$ cat src/hw/rtl/mcfp_pkg.sv
`default_nettype none

package mcfp_pkg;

    // frame buffer
    localparam int DEF_FRAME_DEPTH = 10;
    localparam int MOVE_LEN        = 6;
    localparam int STATUS_LEN      = 2;
    localparam int NUM_MOTORS      = 3;

    // characters
    localparam logic [7:0] NEWLINE = 8'd10;
    localparam logic [7:0] CHAR_M  = 8'h4D;
    localparam logic [7:0] CHAR_S  = 8'h53;
    localparam logic [7:0] CHAR_Y  = 8'h59;
    localparam logic [7:0] CHAR_I  = 8'h49;
    localparam logic [7:0] CHAR_B  = 8'h42;

    // reply lengths
    localparam logic [3:0] MOVE_REPLY_LEN   = 4'd5;
    localparam logic [3:0] ECHO_REPLY_LEN   = 4'd9;
    localparam logic [3:0] STATUS_REPLY_LEN = 4'd5;
    localparam logic [3:0] STATUS_SHORT_LEN = 4'd4;

    // register widths and reset values
    localparam int RATIO_W = 13;
    localparam int SPEED_W = 15;
    localparam int ANGLE_W = 20;
    localparam int CFG_W   = 15;
    localparam logic [RATIO_W-1:0] RATIO0_RESET    = 13'd1024;
    localparam logic [RATIO_W-1:0] RATIO1_RESET    = 13'd5172;
    localparam logic [RATIO_W-1:0] RATIO2_RESET    = 13'd5542;
    localparam logic [SPEED_W-1:0] MIN_SPEED_RESET = 15'd30;

    // register indexes
    localparam logic [1:0] CFG_GEAR0     = 2'd0;
    localparam logic [1:0] CFG_GEAR1     = 2'd1;
    localparam logic [1:0] CFG_GEAR2     = 2'd2;
    localparam logic [1:0] CFG_MIN_SPEED = 2'd3;

    // arithmetic
    localparam int ALU_W      = 29;
    localparam int MAG_W      = 16;
    localparam int FRAC_BITS  = 10;
    localparam int SCALED_W   = 19;
    localparam int MOD_BASE   = 100;
    localparam int ROUND_HALF = 512;
    // 100 = (1 << 2) + (1 << 5) + (1 << 6)
    localparam int MAG_SH0    = 2;
    localparam int MAG_SH1    = 5;
    localparam int MAG_SH2    = 6;

    typedef enum logic {
        ALU_ADD = 1'b0,
        ALU_SUB = 1'b1
    } t_alu_op;

    typedef enum logic [1:0] {
        KIND_NONE   = 2'd0,
        KIND_MOVE   = 2'd1,
        KIND_ECHO   = 2'd2,
        KIND_STATUS = 2'd3
    } t_kind;

    typedef struct packed {
        logic  start;
        t_kind kind;
    } t_frame_evt;

    typedef struct packed {
        logic [7:0] b1;
        logic [7:0] b2;
        logic [7:0] b3;
        logic [7:0] b4;
        logic [7:0] b5;
    } t_frame_view;

    typedef struct packed {
        logic [RATIO_W-1:0] ratio0;
        logic [RATIO_W-1:0] ratio1;
        logic [RATIO_W-1:0] ratio2;
        logic [SPEED_W-1:0] min_speed;
    } t_cfg;

    typedef struct packed {
        logic [7:0]         reply_byte;
        logic               last_reply;
        logic               update_valid;
        logic [1:0]         motor_id;
        logic [ANGLE_W-1:0] requested_angle;
        logic [SPEED_W-1:0] motor_speed;
        logic               wake_motor;
    } t_result;

endpackage

`default_nettype wire

$ cat src/hw/rtl/mcfp_alu.sv
`default_nettype none

module mcfp_alu
    import mcfp_pkg::*;
(
    input  wire logic [ALU_W-1:0] i_a,
    input  wire logic [ALU_W-1:0] i_b,
    input  wire t_alu_op          i_op,
    output logic      [ALU_W-1:0] o_sum,
    output logic                  o_ge
);

    logic [ALU_W:0] w_full;
    logic [ALU_W-1:0] w_b;

    // subtract as a + ~b + 1, carry out means no borrow
    assign w_b    = (i_op == ALU_SUB) ? ~i_b : i_b;
    assign w_full = {1'b0, i_a} + {1'b0, w_b} + {{ALU_W{1'b0}}, (i_op == ALU_SUB)};
    assign o_sum  = w_full[ALU_W-1:0];
    assign o_ge   = w_full[ALU_W];

endmodule

`default_nettype wire

$ cat src/hw/rtl/mcfp_frame_buf.sv
`default_nettype none

module mcfp_frame_buf
    import mcfp_pkg::*;
#(
    parameter  int FRAME_DEPTH = DEF_FRAME_DEPTH,
    localparam int IDX_W       = $clog2(FRAME_DEPTH)
) (
    input  wire logic             i_clk,
    input  wire logic             i_rst_n,
    input  wire logic             i_wr,
    input  wire logic [7:0]       i_byte,
    input  wire logic [IDX_W-1:0] i_rd_addr,
    output logic      [7:0]       o_rd_data,
    output t_frame_evt            o_evt,
    output t_frame_view           o_view
);

    logic [7:0]       r_mem [FRAME_DEPTH];
    logic [IDX_W-1:0] r_idx;
    logic             w_nl;
    logic [2:0]       w_motor;

    assign w_nl = (i_byte == NEWLINE);

    always_ff @(posedge i_clk) begin
        if (i_wr && !(w_nl && r_idx == '0)) begin
            r_mem[r_idx] <= i_byte;
        end
    end

    always_ff @(posedge i_clk) begin
        if (!i_rst_n) begin
            r_idx <= '0;
        end else if (i_wr) begin
            if (w_nl) begin
                r_idx <= '0;
            end else if (r_idx == IDX_W'(FRAME_DEPTH - 1)) begin
                r_idx <= '0;
            end else begin
                r_idx <= r_idx + 1'b1;
            end
        end
    end

    assign w_motor = r_mem[1][6:4];

    always_comb begin
        o_evt.start = i_wr && w_nl && (r_idx != '0);
        o_evt.kind  = KIND_NONE;
        if (r_mem[0] == CHAR_M && r_idx == IDX_W'(MOVE_LEN)) begin
            o_evt.kind = (w_motor < 3'(NUM_MOTORS)) ? KIND_MOVE : KIND_ECHO;
        end else if (r_mem[0] == CHAR_S && r_idx == IDX_W'(STATUS_LEN)) begin
            o_evt.kind = KIND_STATUS;
        end
    end

    assign o_view.b1 = r_mem[1];
    assign o_view.b2 = r_mem[2];
    assign o_view.b3 = r_mem[3];
    assign o_view.b4 = r_mem[4];
    assign o_view.b5 = r_mem[5];
    assign o_rd_data = r_mem[i_rd_addr];

endmodule

`default_nettype wire

$ cat src/hw/rtl/mcfp_seq.sv
`default_nettype none

module mcfp_seq
    import mcfp_pkg::*;
#(
    parameter  int FRAME_DEPTH = DEF_FRAME_DEPTH,
    localparam int IDX_W       = $clog2(FRAME_DEPTH)
) (
    input  wire logic             i_clk,
    input  wire logic             i_rst_n,
    input  wire t_frame_evt       i_evt,
    input  wire t_frame_view      i_view,
    input  wire logic [2:0]       i_motor_asleep,
    input  wire t_cfg             i_cfg,
    input  wire logic [7:0]       i_rd_data,
    output logic      [IDX_W-1:0] o_rd_addr,
    input  wire logic             i_slot_free,
    output logic                  o_idle,
    output logic                  o_res_valid,
    output t_result               o_res
);

    typedef enum logic [6:0] {
        ST_IDLE = 7'b0000001,
        ST_MOD  = 7'b0000010,
        ST_MAG  = 7'b0000100,
        ST_MUL  = 7'b0001000,
        ST_NEG  = 7'b0010000,
        ST_SPD  = 7'b0100000,
        ST_EMIT = 7'b1000000
    } t_seq_state;

    t_seq_state          r_state, n_state;
    t_kind               r_kind, n_kind;
    logic [3:0]          r_cnt, n_cnt;
    logic [3:0]          r_len, n_len;
    logic [ALU_W-1:0]    r_acc, n_acc;
    logic [MAG_W-1:0]    r_mag, n_mag;
    logic [ANGLE_W-1:0]  r_angle, n_angle;
    logic [SPEED_W-1:0]  r_speed, n_speed;
    logic [2:0]          r_asleep, n_asleep;

    logic [ALU_W-1:0]    alu_a, alu_b, alu_sum;
    t_alu_op             alu_op;
    logic                alu_ge;

    logic [1:0]          w_motor;
    logic [8:0]          w_hi9;
    logic [RATIO_W-1:0]  w_ratio;
    logic [SCALED_W-1:0] w_scaled;
    logic [SPEED_W-1:0]  w_speed_req;
    logic                w_last;

    mcfp_alu u_alu (
        .i_a   (alu_a),
        .i_b   (alu_b),
        .i_op  (alu_op),
        .o_sum (alu_sum),
        .o_ge  (alu_ge)
    );

    assign w_motor     = i_view.b1[5:4];
    assign w_hi9       = {i_view.b1[0], i_view.b2};
    assign w_scaled    = r_acc[FRAC_BITS +: SCALED_W];
    assign w_speed_req = {i_view.b4[6:0], i_view.b5};
    assign w_last      = (r_cnt == r_len - 4'd1);
    assign o_idle      = (r_state == ST_IDLE);
    assign o_rd_addr   = IDX_W'(r_cnt - 4'd1);

    always_comb begin
        case (w_motor)
            2'd0:    w_ratio = i_cfg.ratio0;
            2'd1:    w_ratio = i_cfg.ratio1;
            default: w_ratio = i_cfg.ratio2;
        endcase
    end

    always_comb begin
        n_state  = r_state;
        n_kind   = r_kind;
        n_cnt    = r_cnt;
        n_len    = r_len;
        n_acc    = r_acc;
        n_mag    = r_mag;
        n_angle  = r_angle;
        n_speed  = r_speed;
        n_asleep = r_asleep;
        alu_a    = '0;
        alu_b    = '0;
        alu_op   = ALU_ADD;
        o_res_valid = 1'b0;
        case (r_state)
            ST_IDLE: begin
                if (i_evt.start) begin
                    n_kind   = i_evt.kind;
                    n_asleep = i_motor_asleep;
                    n_cnt    = '0;
                    case (i_evt.kind)
                        KIND_MOVE: begin
                            n_acc   = ALU_W'(i_view.b3);
                            n_state = ST_MOD;
                        end
                        KIND_ECHO: begin
                            n_len   = ECHO_REPLY_LEN;
                            n_state = ST_EMIT;
                        end
                        KIND_STATUS: begin
                            n_len   = (i_view.b1 < 8'(NUM_MOTORS)) ? STATUS_REPLY_LEN
                                                                   : STATUS_SHORT_LEN;
                            n_state = ST_EMIT;
                        end
                        default: n_state = ST_IDLE;
                    endcase
                end
            end
            ST_MOD: begin
                // two conditional subtracts bring a byte below the base
                alu_a  = r_acc;
                alu_b  = ALU_W'(MOD_BASE);
                alu_op = ALU_SUB;
                if (alu_ge) begin
                    n_acc = alu_sum;
                end
                if (r_cnt == 4'd1) begin
                    n_cnt   = '0;
                    n_state = ST_MAG;
                end else begin
                    n_cnt = r_cnt + 4'd1;
                end
            end
            ST_MAG: begin
                // whole degrees times 100 as three shifted adds
                alu_a = r_acc;
                case (r_cnt)
                    4'd0:    alu_b = ALU_W'(w_hi9) << MAG_SH0;
                    4'd1:    alu_b = ALU_W'(w_hi9) << MAG_SH1;
                    default: alu_b = ALU_W'(w_hi9) << MAG_SH2;
                endcase
                n_acc = alu_sum;
                if (r_cnt == 4'd2) begin
                    n_mag   = alu_sum[MAG_W-1:0];
                    n_acc   = ALU_W'(ROUND_HALF);
                    n_cnt   = '0;
                    n_state = ST_MUL;
                end else begin
                    n_cnt = r_cnt + 4'd1;
                end
            end
            ST_MUL: begin
                // shift-add multiply, one ratio bit a cycle, starting from the rounding half
                alu_a = r_acc;
                alu_b = ALU_W'(r_mag) << r_cnt;
                if (w_ratio[r_cnt]) begin
                    n_acc = alu_sum;
                end
                if (r_cnt == 4'(RATIO_W - 1)) begin
                    n_cnt   = '0;
                    n_state = ST_NEG;
                end else begin
                    n_cnt = r_cnt + 4'd1;
                end
            end
            ST_NEG: begin
                alu_a   = '0;
                alu_b   = ALU_W'(w_scaled);
                alu_op  = ALU_SUB;
                n_angle = i_view.b1[3] ? alu_sum[ANGLE_W-1:0] : ANGLE_W'(w_scaled);
                n_state = ST_SPD;
            end
            ST_SPD: begin
                alu_a   = ALU_W'(w_speed_req);
                alu_b   = ALU_W'(i_cfg.min_speed);
                alu_op  = ALU_SUB;
                n_speed = alu_ge ? w_speed_req : i_cfg.min_speed;
                n_len   = MOVE_REPLY_LEN;
                n_cnt   = '0;
                n_state = ST_EMIT;
            end
            ST_EMIT: begin
                if (i_slot_free) begin
                    o_res_valid = 1'b1;
                    if (w_last) begin
                        n_cnt   = '0;
                        n_state = ST_IDLE;
                    end else begin
                        n_cnt = r_cnt + 4'd1;
                    end
                end
            end
            default: n_state = ST_IDLE;
        endcase
    end

    // reply byte at position r_cnt
    always_comb begin
        o_res            = '0;
        o_res.last_reply = w_last;
        if (r_cnt == 4'd0 || w_last) begin
            o_res.reply_byte = NEWLINE;
        end else begin
            case (r_kind)
                KIND_MOVE: begin
                    case (r_cnt)
                        4'd1:    o_res.reply_byte = CHAR_M;
                        4'd2:    o_res.reply_byte = {6'd0, w_motor};
                        default: o_res.reply_byte = CHAR_Y;
                    endcase
                end
                KIND_ECHO: o_res.reply_byte = i_rd_data;
                KIND_STATUS: begin
                    case (r_cnt)
                        4'd1:    o_res.reply_byte = CHAR_S;
                        4'd2:    o_res.reply_byte = i_view.b1;
                        default: o_res.reply_byte = r_asleep[i_view.b1[1:0]] ? CHAR_I
                                                                            : CHAR_B;
                    endcase
                end
                default: o_res.reply_byte = NEWLINE;
            endcase
        end
        if (r_kind == KIND_MOVE && r_cnt == 4'd0) begin
            o_res.update_valid    = 1'b1;
            o_res.motor_id        = w_motor;
            o_res.requested_angle = r_angle;
            o_res.motor_speed     = r_speed;
            o_res.wake_motor      = r_asleep[w_motor];
        end
    end

    always_ff @(posedge i_clk) begin
        if (!i_rst_n) begin
            r_state <= ST_IDLE;
            r_cnt   <= '0;
            r_kind  <= KIND_NONE;
            r_len   <= '0;
        end else begin
            r_state <= n_state;
            r_cnt   <= n_cnt;
            r_kind  <= n_kind;
            r_len   <= n_len;
        end
    end

    always_ff @(posedge i_clk) begin
        r_acc    <= n_acc;
        r_mag    <= n_mag;
        r_angle  <= n_angle;
        r_speed  <= n_speed;
        r_asleep <= n_asleep;
    end

endmodule

`default_nettype wire

$ cat src/hw/rtl/motor_command_frame_parser.sv
`default_nettype none

// Motor command frame parser. Received bytes are transferred in one at a time and
// collected into a wrapping frame buffer; a newline closes a non-empty frame and
// its reply bytes come out as result transfers, the last one flagged by
// o_last_reply. A move frame for motor 0..2 carries the motor update on its first
// reply (o_update_valid). A newline that closes a move frame for motor 0..2 runs on
// the one shared adder (2 remainder steps, 3 steps for the x100, 13 shift-add
// multiply steps, negate, speed floor) and then emits one reply byte per cycle
// while the output keeps up; echo and status frames go straight to their 9 or
// 4..5 reply bytes. Reply cycles stretch while o_out_valid waits on i_out_ready.
// Gear ratios and the speed floor are written over the configuration port, always
// ready; the user must write them only while no frame is being processed, as the
// block itself does not enforce this.

module motor_command_frame_parser
    import mcfp_pkg::*;
#(
    parameter  int FRAME_DEPTH = DEF_FRAME_DEPTH,
    localparam int IDX_W       = $clog2(FRAME_DEPTH)
) (
    input  wire logic               i_clk,
    input  wire logic               i_rst_n,
    // byte input
    input  wire logic               i_in_valid,
    output logic                    o_in_ready,
    input  wire logic [7:0]         i_rx_byte,
    input  wire logic [2:0]         i_motor_asleep,
    // reply output
    output logic                    o_out_valid,
    input  wire logic               i_out_ready,
    output logic      [7:0]         o_reply_byte,
    output logic                    o_last_reply,
    output logic                    o_update_valid,
    output logic      [1:0]         o_motor_id,
    output logic signed [ANGLE_W-1:0] o_requested_angle,
    output logic      [SPEED_W-1:0] o_motor_speed,
    output logic                    o_wake_motor,
    // configuration writes
    input  wire logic               i_cfg_valid,
    output logic                    o_cfg_ready,
    input  wire logic [1:0]         i_cfg_index,
    input  wire logic [CFG_W-1:0]   i_cfg_data
);

    t_cfg        r_cfg;
    logic        r_out_valid;
    t_result     r_out;

    logic        w_in_xfer;
    logic        w_slot_free;
    logic        w_idle;
    logic        w_res_valid;
    t_result     w_res;
    t_frame_evt  w_evt;
    t_frame_view w_view;
    logic [IDX_W-1:0] w_rd_addr;
    logic [7:0]  w_rd_data;

    // bytes are taken only while the sequencer is idle
    assign o_in_ready  = w_idle;
    assign w_in_xfer   = i_in_valid && o_in_ready;
    // output register frees up in the same cycle it is drained
    assign w_slot_free = !r_out_valid || i_out_ready;
    assign o_cfg_ready = 1'b1;

    // configuration registers
    always_ff @(posedge i_clk) begin
        if (!i_rst_n) begin
            r_cfg.ratio0    <= RATIO0_RESET;
            r_cfg.ratio1    <= RATIO1_RESET;
            r_cfg.ratio2    <= RATIO2_RESET;
            r_cfg.min_speed <= MIN_SPEED_RESET;
        end else if (i_cfg_valid && o_cfg_ready) begin
            case (i_cfg_index)
                CFG_GEAR0:     r_cfg.ratio0    <= i_cfg_data[RATIO_W-1:0];
                CFG_GEAR1:     r_cfg.ratio1    <= i_cfg_data[RATIO_W-1:0];
                CFG_GEAR2:     r_cfg.ratio2    <= i_cfg_data[RATIO_W-1:0];
                CFG_MIN_SPEED: r_cfg.min_speed <= i_cfg_data[SPEED_W-1:0];
                default: begin
                end
            endcase
        end
    end

    // frame buffer and frame classification
    mcfp_frame_buf #(
        .FRAME_DEPTH (FRAME_DEPTH)
    ) u_frame_buf (
        .i_clk     (i_clk),
        .i_rst_n   (i_rst_n),
        .i_wr      (w_in_xfer),
        .i_byte    (i_rx_byte),
        .i_rd_addr (w_rd_addr),
        .o_rd_data (w_rd_data),
        .o_evt     (w_evt),
        .o_view    (w_view)
    );

    // sequencer around the shared adder, also walks out the reply bytes
    mcfp_seq #(
        .FRAME_DEPTH (FRAME_DEPTH)
    ) u_seq (
        .i_clk          (i_clk),
        .i_rst_n        (i_rst_n),
        .i_evt          (w_evt),
        .i_view         (w_view),
        .i_motor_asleep (i_motor_asleep),
        .i_cfg          (r_cfg),
        .i_rd_data      (w_rd_data),
        .o_rd_addr      (w_rd_addr),
        .i_slot_free    (w_slot_free),
        .o_idle         (w_idle),
        .o_res_valid    (w_res_valid),
        .o_res          (w_res)
    );

    // output register, parts the sequencer from the downstream ready
    always_ff @(posedge i_clk) begin
        if (!i_rst_n) begin
            r_out_valid <= 1'b0;
        end else if (w_res_valid) begin
            r_out_valid <= 1'b1;
        end else if (i_out_ready) begin
            r_out_valid <= 1'b0;
        end
    end

    always_ff @(posedge i_clk) begin
        if (w_res_valid) begin
            r_out <= w_res;
        end
    end

    assign o_out_valid       = r_out_valid;
    assign o_reply_byte      = r_out.reply_byte;
    assign o_last_reply      = r_out.last_reply;
    assign o_update_valid    = r_out.update_valid;
    assign o_motor_id        = r_out.motor_id;
    assign o_requested_angle = r_out.requested_angle;
    assign o_motor_speed     = r_out.motor_speed;
    assign o_wake_motor      = r_out.wake_motor;

endmodule

`default_nettype wire
$ cat config.mk
export PLATFORM = sky130hd
export DESIGN_NAME = motor_command_frame_parser
export DESIGN_NICKNAME = d
export VERILOG_FILES = /design/src/hw/rtl/mcfp_pkg.sv /design/src/hw/rtl/mcfp_alu.sv /design/src/hw/rtl/mcfp_frame_buf.sv /design/src/hw/rtl/mcfp_seq.sv /design/src/hw/rtl/motor_command_frame_parser.sv
export SDC_FILE = /design/constraint.sdc
export NUM_CORES = 1
export LEC_CHECK = 0
export BUFFER_PORTS_ARGS = -buffer_cell sky130_fd_sc_hd__buf_2
export CAP_MARGIN = 0
export CORE_MARGIN = 2
export CORE_UTILIZATION = 54
export CTS_CLUSTER_DIAMETER = 40
export DETAILED_ROUTE_END_ITERATION = 12
export GPL_ROUTABILITY_DRIVEN = 0
export HOLD_SLACK_MARGIN = 0.1
export PLACE_DENSITY = 0.72
export SYNTH_ARGS = -nofsm -noshare
export SYNTH_HDL_FRONTEND = slang
export SYNTH_HIERARCHICAL = 1
export SYNTH_SLANG_ARGS = --single-unit
export TNS_END_PERCENT = 50
$ cat constraint.sdc
create_clock -name i_clk -period 21.1 [get_ports i_clk]
set_clock_uncertainty 0.2 [all_clocks]
set_input_delay 2.11 -clock i_clk [delete_from_list [all_inputs] [get_ports i_clk]]
set_output_delay 2.11 -clock i_clk [all_outputs]
set_load 0.005 [all_outputs]
==> results.yml <==
critical_path:
  cpMaxStageDelayCell: "buf_4"
  cp-start-kind: "flip-flop"
  crit_top_cell: "buf_4"
  crit_buf_inv: 5
  required_ns: 21.08
  cp.arrival_ns: 6.06
  critical_path_class: "flip-flop to flip-flop"
  crit_path_max_fanout: 42
  r2r_cells: 21
  endpoint_kind: "flip-flop"
  r2r_end: "u_seq/r_acc[23]$_DFFE_PP_"
  max_stage_delay_ns: 0.58
  path_cells: "inv_2 -> buf_4 -> ha_1 -> nor3b_1 -> nor2_1 -> nand2_1 -> a21oi_1 -> a221oi_1 -> o21ai_0 -> xor2_1 -> ha_1 -> o2111ai_1 -> o211ai_2 -> a211oi_4 -> nor3_2 -> a21oi_2 -> a31oi_2 -> buf_4 -> inv_1 -> a2111oi_2 -> buf_4"
  ff2ff_setup_slack_ns: 15.02
  rr_startpoint: "u_seq/r_cnt[0]$_SDFFE_PN0P_"
  cp_top_family: "compound AO/OA/AOI/OAI gates"
yosys:
  avgSynthCellArea_um2: 12.1
  ys_top_cells_by_area: "edfxtp_1 44%, dfxtp_1 8.5%, mux2i_1 5.0%, mux4_2 3.3%, nand2_1 3.2%"
  synth_commonest_cells: "259 x edfxtp_1, 149 x nand2_1, 87 x mux2i_1"
  synth_top_family_by_area: "simple AND/OR/NAND/NOR gates"
  synth-simple-area-share_pct: 13.5
  yosysTopAreaCellShare_pct: 44.3
  synthXorXnorAreaFrac_pct: 2.93
  seq_area_frac_synth_pct: 52.8
  synth_most_common_cell: "edfxtp_1"
  synth_seq_cells: 334
  synthArstFlopShare_pct: 0
  netlist_instances: 1453
  synth_mux_area_share_pct: 13.1
  synth_edf_count: 259
  syn_nets: 1523
  synthAdderAreaFrac_pct: 2.68
  synth_ff_type: "edfxtp_1"
  ys_types: 97
  yosysTopAreaCell: "edfxtp_1"
  synth_warnings: 6
  syn-cell-area_um2: 17600
  synth_compound_area_share_pct: 11.7
sta:
  hold_ws_ns: 0.260
  setup_viol: 0
  period_share_pct: 28.8
  drv_slew: 0
  max_clock_freq_mhz: 165
  hold_viol: 0
  rsz0062_at_grt: "false"
  period_needed_ns: 6.08
  tns_ns: 0
  tightest_slew_ns: 1.33
  relSlewSlack_pct: 10.8
grt:
  grt_pass1_wl_um: 68800
  grt_usage_pct: 26.8
  antenna_found_initial: 0
  grt_pass1_vias: 11800
  overflow: 0
  met1_usage_pct: 36.5
  use_met3_pct: 5.43
  busiest_layer: "met2"
  met2_usage_pct: 43.0
  grt_max_degree: 94
routing:
  totalWireLength_um: 45300
  firstDrtPassIters: 7
  drt-initial-drc-count: 1411
  vias_per_cell: 6.22
  wl_per_cell_um: 22.7
  ant_nets: 0
  route.detailed.drc: 0
  vias: 12400
worst_hold_path:
  hold_end: "r_cfg[19]$_SDFFE_PN0P_"
  hp-class: "flip-flop to flip-flop"
  hold_path_depth: 2
  worstHoldStart: "r_cfg[19]$_SDFFE_PN0P_"
clock_tree:
  insertion_delay_ns: 0.56
  htree_num_levels: 2
  root_buffer: "clkbuf_16"
  cts.repair.resized: 0
  cts_buffer_depth: 3
  cts_hold_buf: 0
  cts_setup_buffers: 0
  clk_pin_slew_ns: 0.06
  cts_tree: "built"
  numCtsBuffers: 47
  cts.sinks: 334
floorplanning:
  core_area_um2: 32300
  boundaryPins: 84
  rows: 66
  chipWidth_um: 184
  dieHeight_um: 184
  dieArea_um2: 34000
  initial_core_util_pct: 54.4
power_and_ir_drop:
  intPower_w: 0.00124
  swShare_pct: 23.9
  pwr-share-seq_pct: 45.7
  power_density_nw_per_um2: 82.3
  p_sw_w: 0.000390
  peakVddDrop_mv: 0.0671
  p_leak_nw: 7.76
  power_frac_clock_pct: 48.1
  pwr-share-comb_pct: 6.2
status:
  status: "finished, final reports clean"
placement:
  hpwl_um: 31600
  port_buffers: 82
layout:
  drive_gt1_share_pct: 18.6
  antenna_cells: 0
  n_fill_cell: 2496
  area_growth_pct: 12.9
  nets: 1583
job:
  drv_cap: 0
## worst register-to-register path, delay by kind of cell (launching register included)
kind | cells | cell delay (ns)
and+or+nand+nor | 4 | 1.12
buffers and inverters | 5 | 1.48
adders and majority gates | 2 | 0.75
xor gates and xnor gates | 1 | 0.17
AOI/OAI and AO/OA | 9 | 1.64
DFF | 1 | 0.31
## how the worst max path moves through the flow
stage / from / endpoint / slack [ns] / depth (start not counted)
after detailed placement: u_seq/r_cnt[0]$_SDFFE_PN0P_ / u_seq/r_acc[23]$_DFFE_PP_ / 15.14 / 21
final: u_seq/r_cnt[0]$_SDFFE_PN0P_ / u_seq/r_acc[23]$_DFFE_PP_ / 15.02 / 21
after global placement: u_seq/r_cnt[0]$_SDFFE_PN0P_ / u_seq/r_acc[23]$_DFFE_PP_ / 15.29 / 21
after global routing: u_seq/r_cnt[0]$_SDFFE_PN0P_ / u_seq/r_acc[23]$_DFFE_PP_ / 14.77 / 21
after CTS: u_seq/r_cnt[0]$_SDFFE_PN0P_ / u_seq/r_acc[23]$_DFFE_PP_ / 15.11 / 21
after floorplan: u_seq/r_state[5]$_SDFFE_PN0P_ / u_seq/r_acc[0]$_DFFE_PP_ / 12.88 / 19
## kinds of logic (layout without fill, tap and decap cells)
family | count (synthesis) | count (layout)
simple gates | 455 | 455
compound gates | 283 | 283
mux | 168 | 168
buf+inv | 118 | 216
fa+ha+maj | 37 | 37
other cells | 1 | 1
flops | 334 | 334
xor+xnor | 57 | 57
## registers in the layout, summed over array words and instances, names as in the netlist, 2 cells and up
signal and count:
u_seq/r_mag 16, u_frame_buf/r_idx 4, u_seq/r_kind 2, u_seq/r_state 7
u_seq/r_speed 15, u_seq/r_acc 29, o_reply_byte 8, u_seq/r_cnt 4
o_motor_id 2, u_seq/r_asleep 3, u_frame_buf/r_mem 128, u_seq/r_len 3
o_motor_speed 15, o_requested_angle 20, u_seq/r_angle 20, r_cfg 54
## layout make-up
| type | count | area, um^2 | share of cell area [%] |
|---|---|---|---|
| Clock buffer | 55 | 1230 | 6.19 |
| Tap cell | 442 | 553 | 2.79 |
| Inverter | 26 | 97.6 | 0.492 |
| Clock inverter | 32 | 369 | 1.86 |
| Timing Repair Buffer | 103 | 568 | 2.86 |
| Sequential cell | 334 | 9280 | 46.8 |
| Multi-Input combinational cell | 1001 | 7740 | 39.0 |
## power groups by stage
| stage | registers [W] | clock network [W] | logic, W |
|---|---|---|---|
| 2_1_floorplan | 0.000745 | 0 | 0.0000791 |
| 3_3_place_gp | 0.000757 | 0 | 0.0000983 |
| 3_5_place_dp | 0.000758 | 0 | 0.000100 |
| 4_1_cts | 0.000744 | 0.000798 | 0.000101 |
| 5_1_grt | 0.000746 | 0.000826 | 0.000110 |
| 6_report | 0.000745 | 0.000784 | 0.000102 |
## placed cells by master, fill, tap and decap left out, types with 18 or more instances in the layout
master     count
edfxtp_1     259
clkbuf_16     48
o21ai_0       38
a22oi_1       34
mux2_2        39
inv_1         23
nand3_1       29
buf_2         82
buf_4         21
ha_1          36
a22o_1        27
nand2_1      149
mux4_2        26
xnor2_1       18
and2_1        80
mux2i_1       87
nor3_1        18
a21o_1        20
a21oi_1       61
nor2b_1       30
dfxtp_1       75
nor2_1        60
xor2_1        38
## per-layer routing
layer | share of wire, % | wire (um)
met1 | 42 | 18900
met3 | 9.0 | 4070
met5 | 0 | 0
met4 | 2.9 | 1300
met2 | 46 | 21000
## stage by stage
stage          total power (W)  worst slack, ns  std cells  cell area [um^2]  utilization, %
2_1_floorplan         0.000824            12.88       1453             17600               -
3_5_place_dp          0.000858            15.14       1906             18200            56.5
4_1_cts                0.00164            15.11       1993             19800            61.4
6_report               0.00163            15.02       1993             19800            61.4
5_1_grt                0.00168            14.77       1993             19800            61.4
3_3_place_gp          0.000855            15.29       1906             18200            56.5
(Power assumes the default switching activity.)
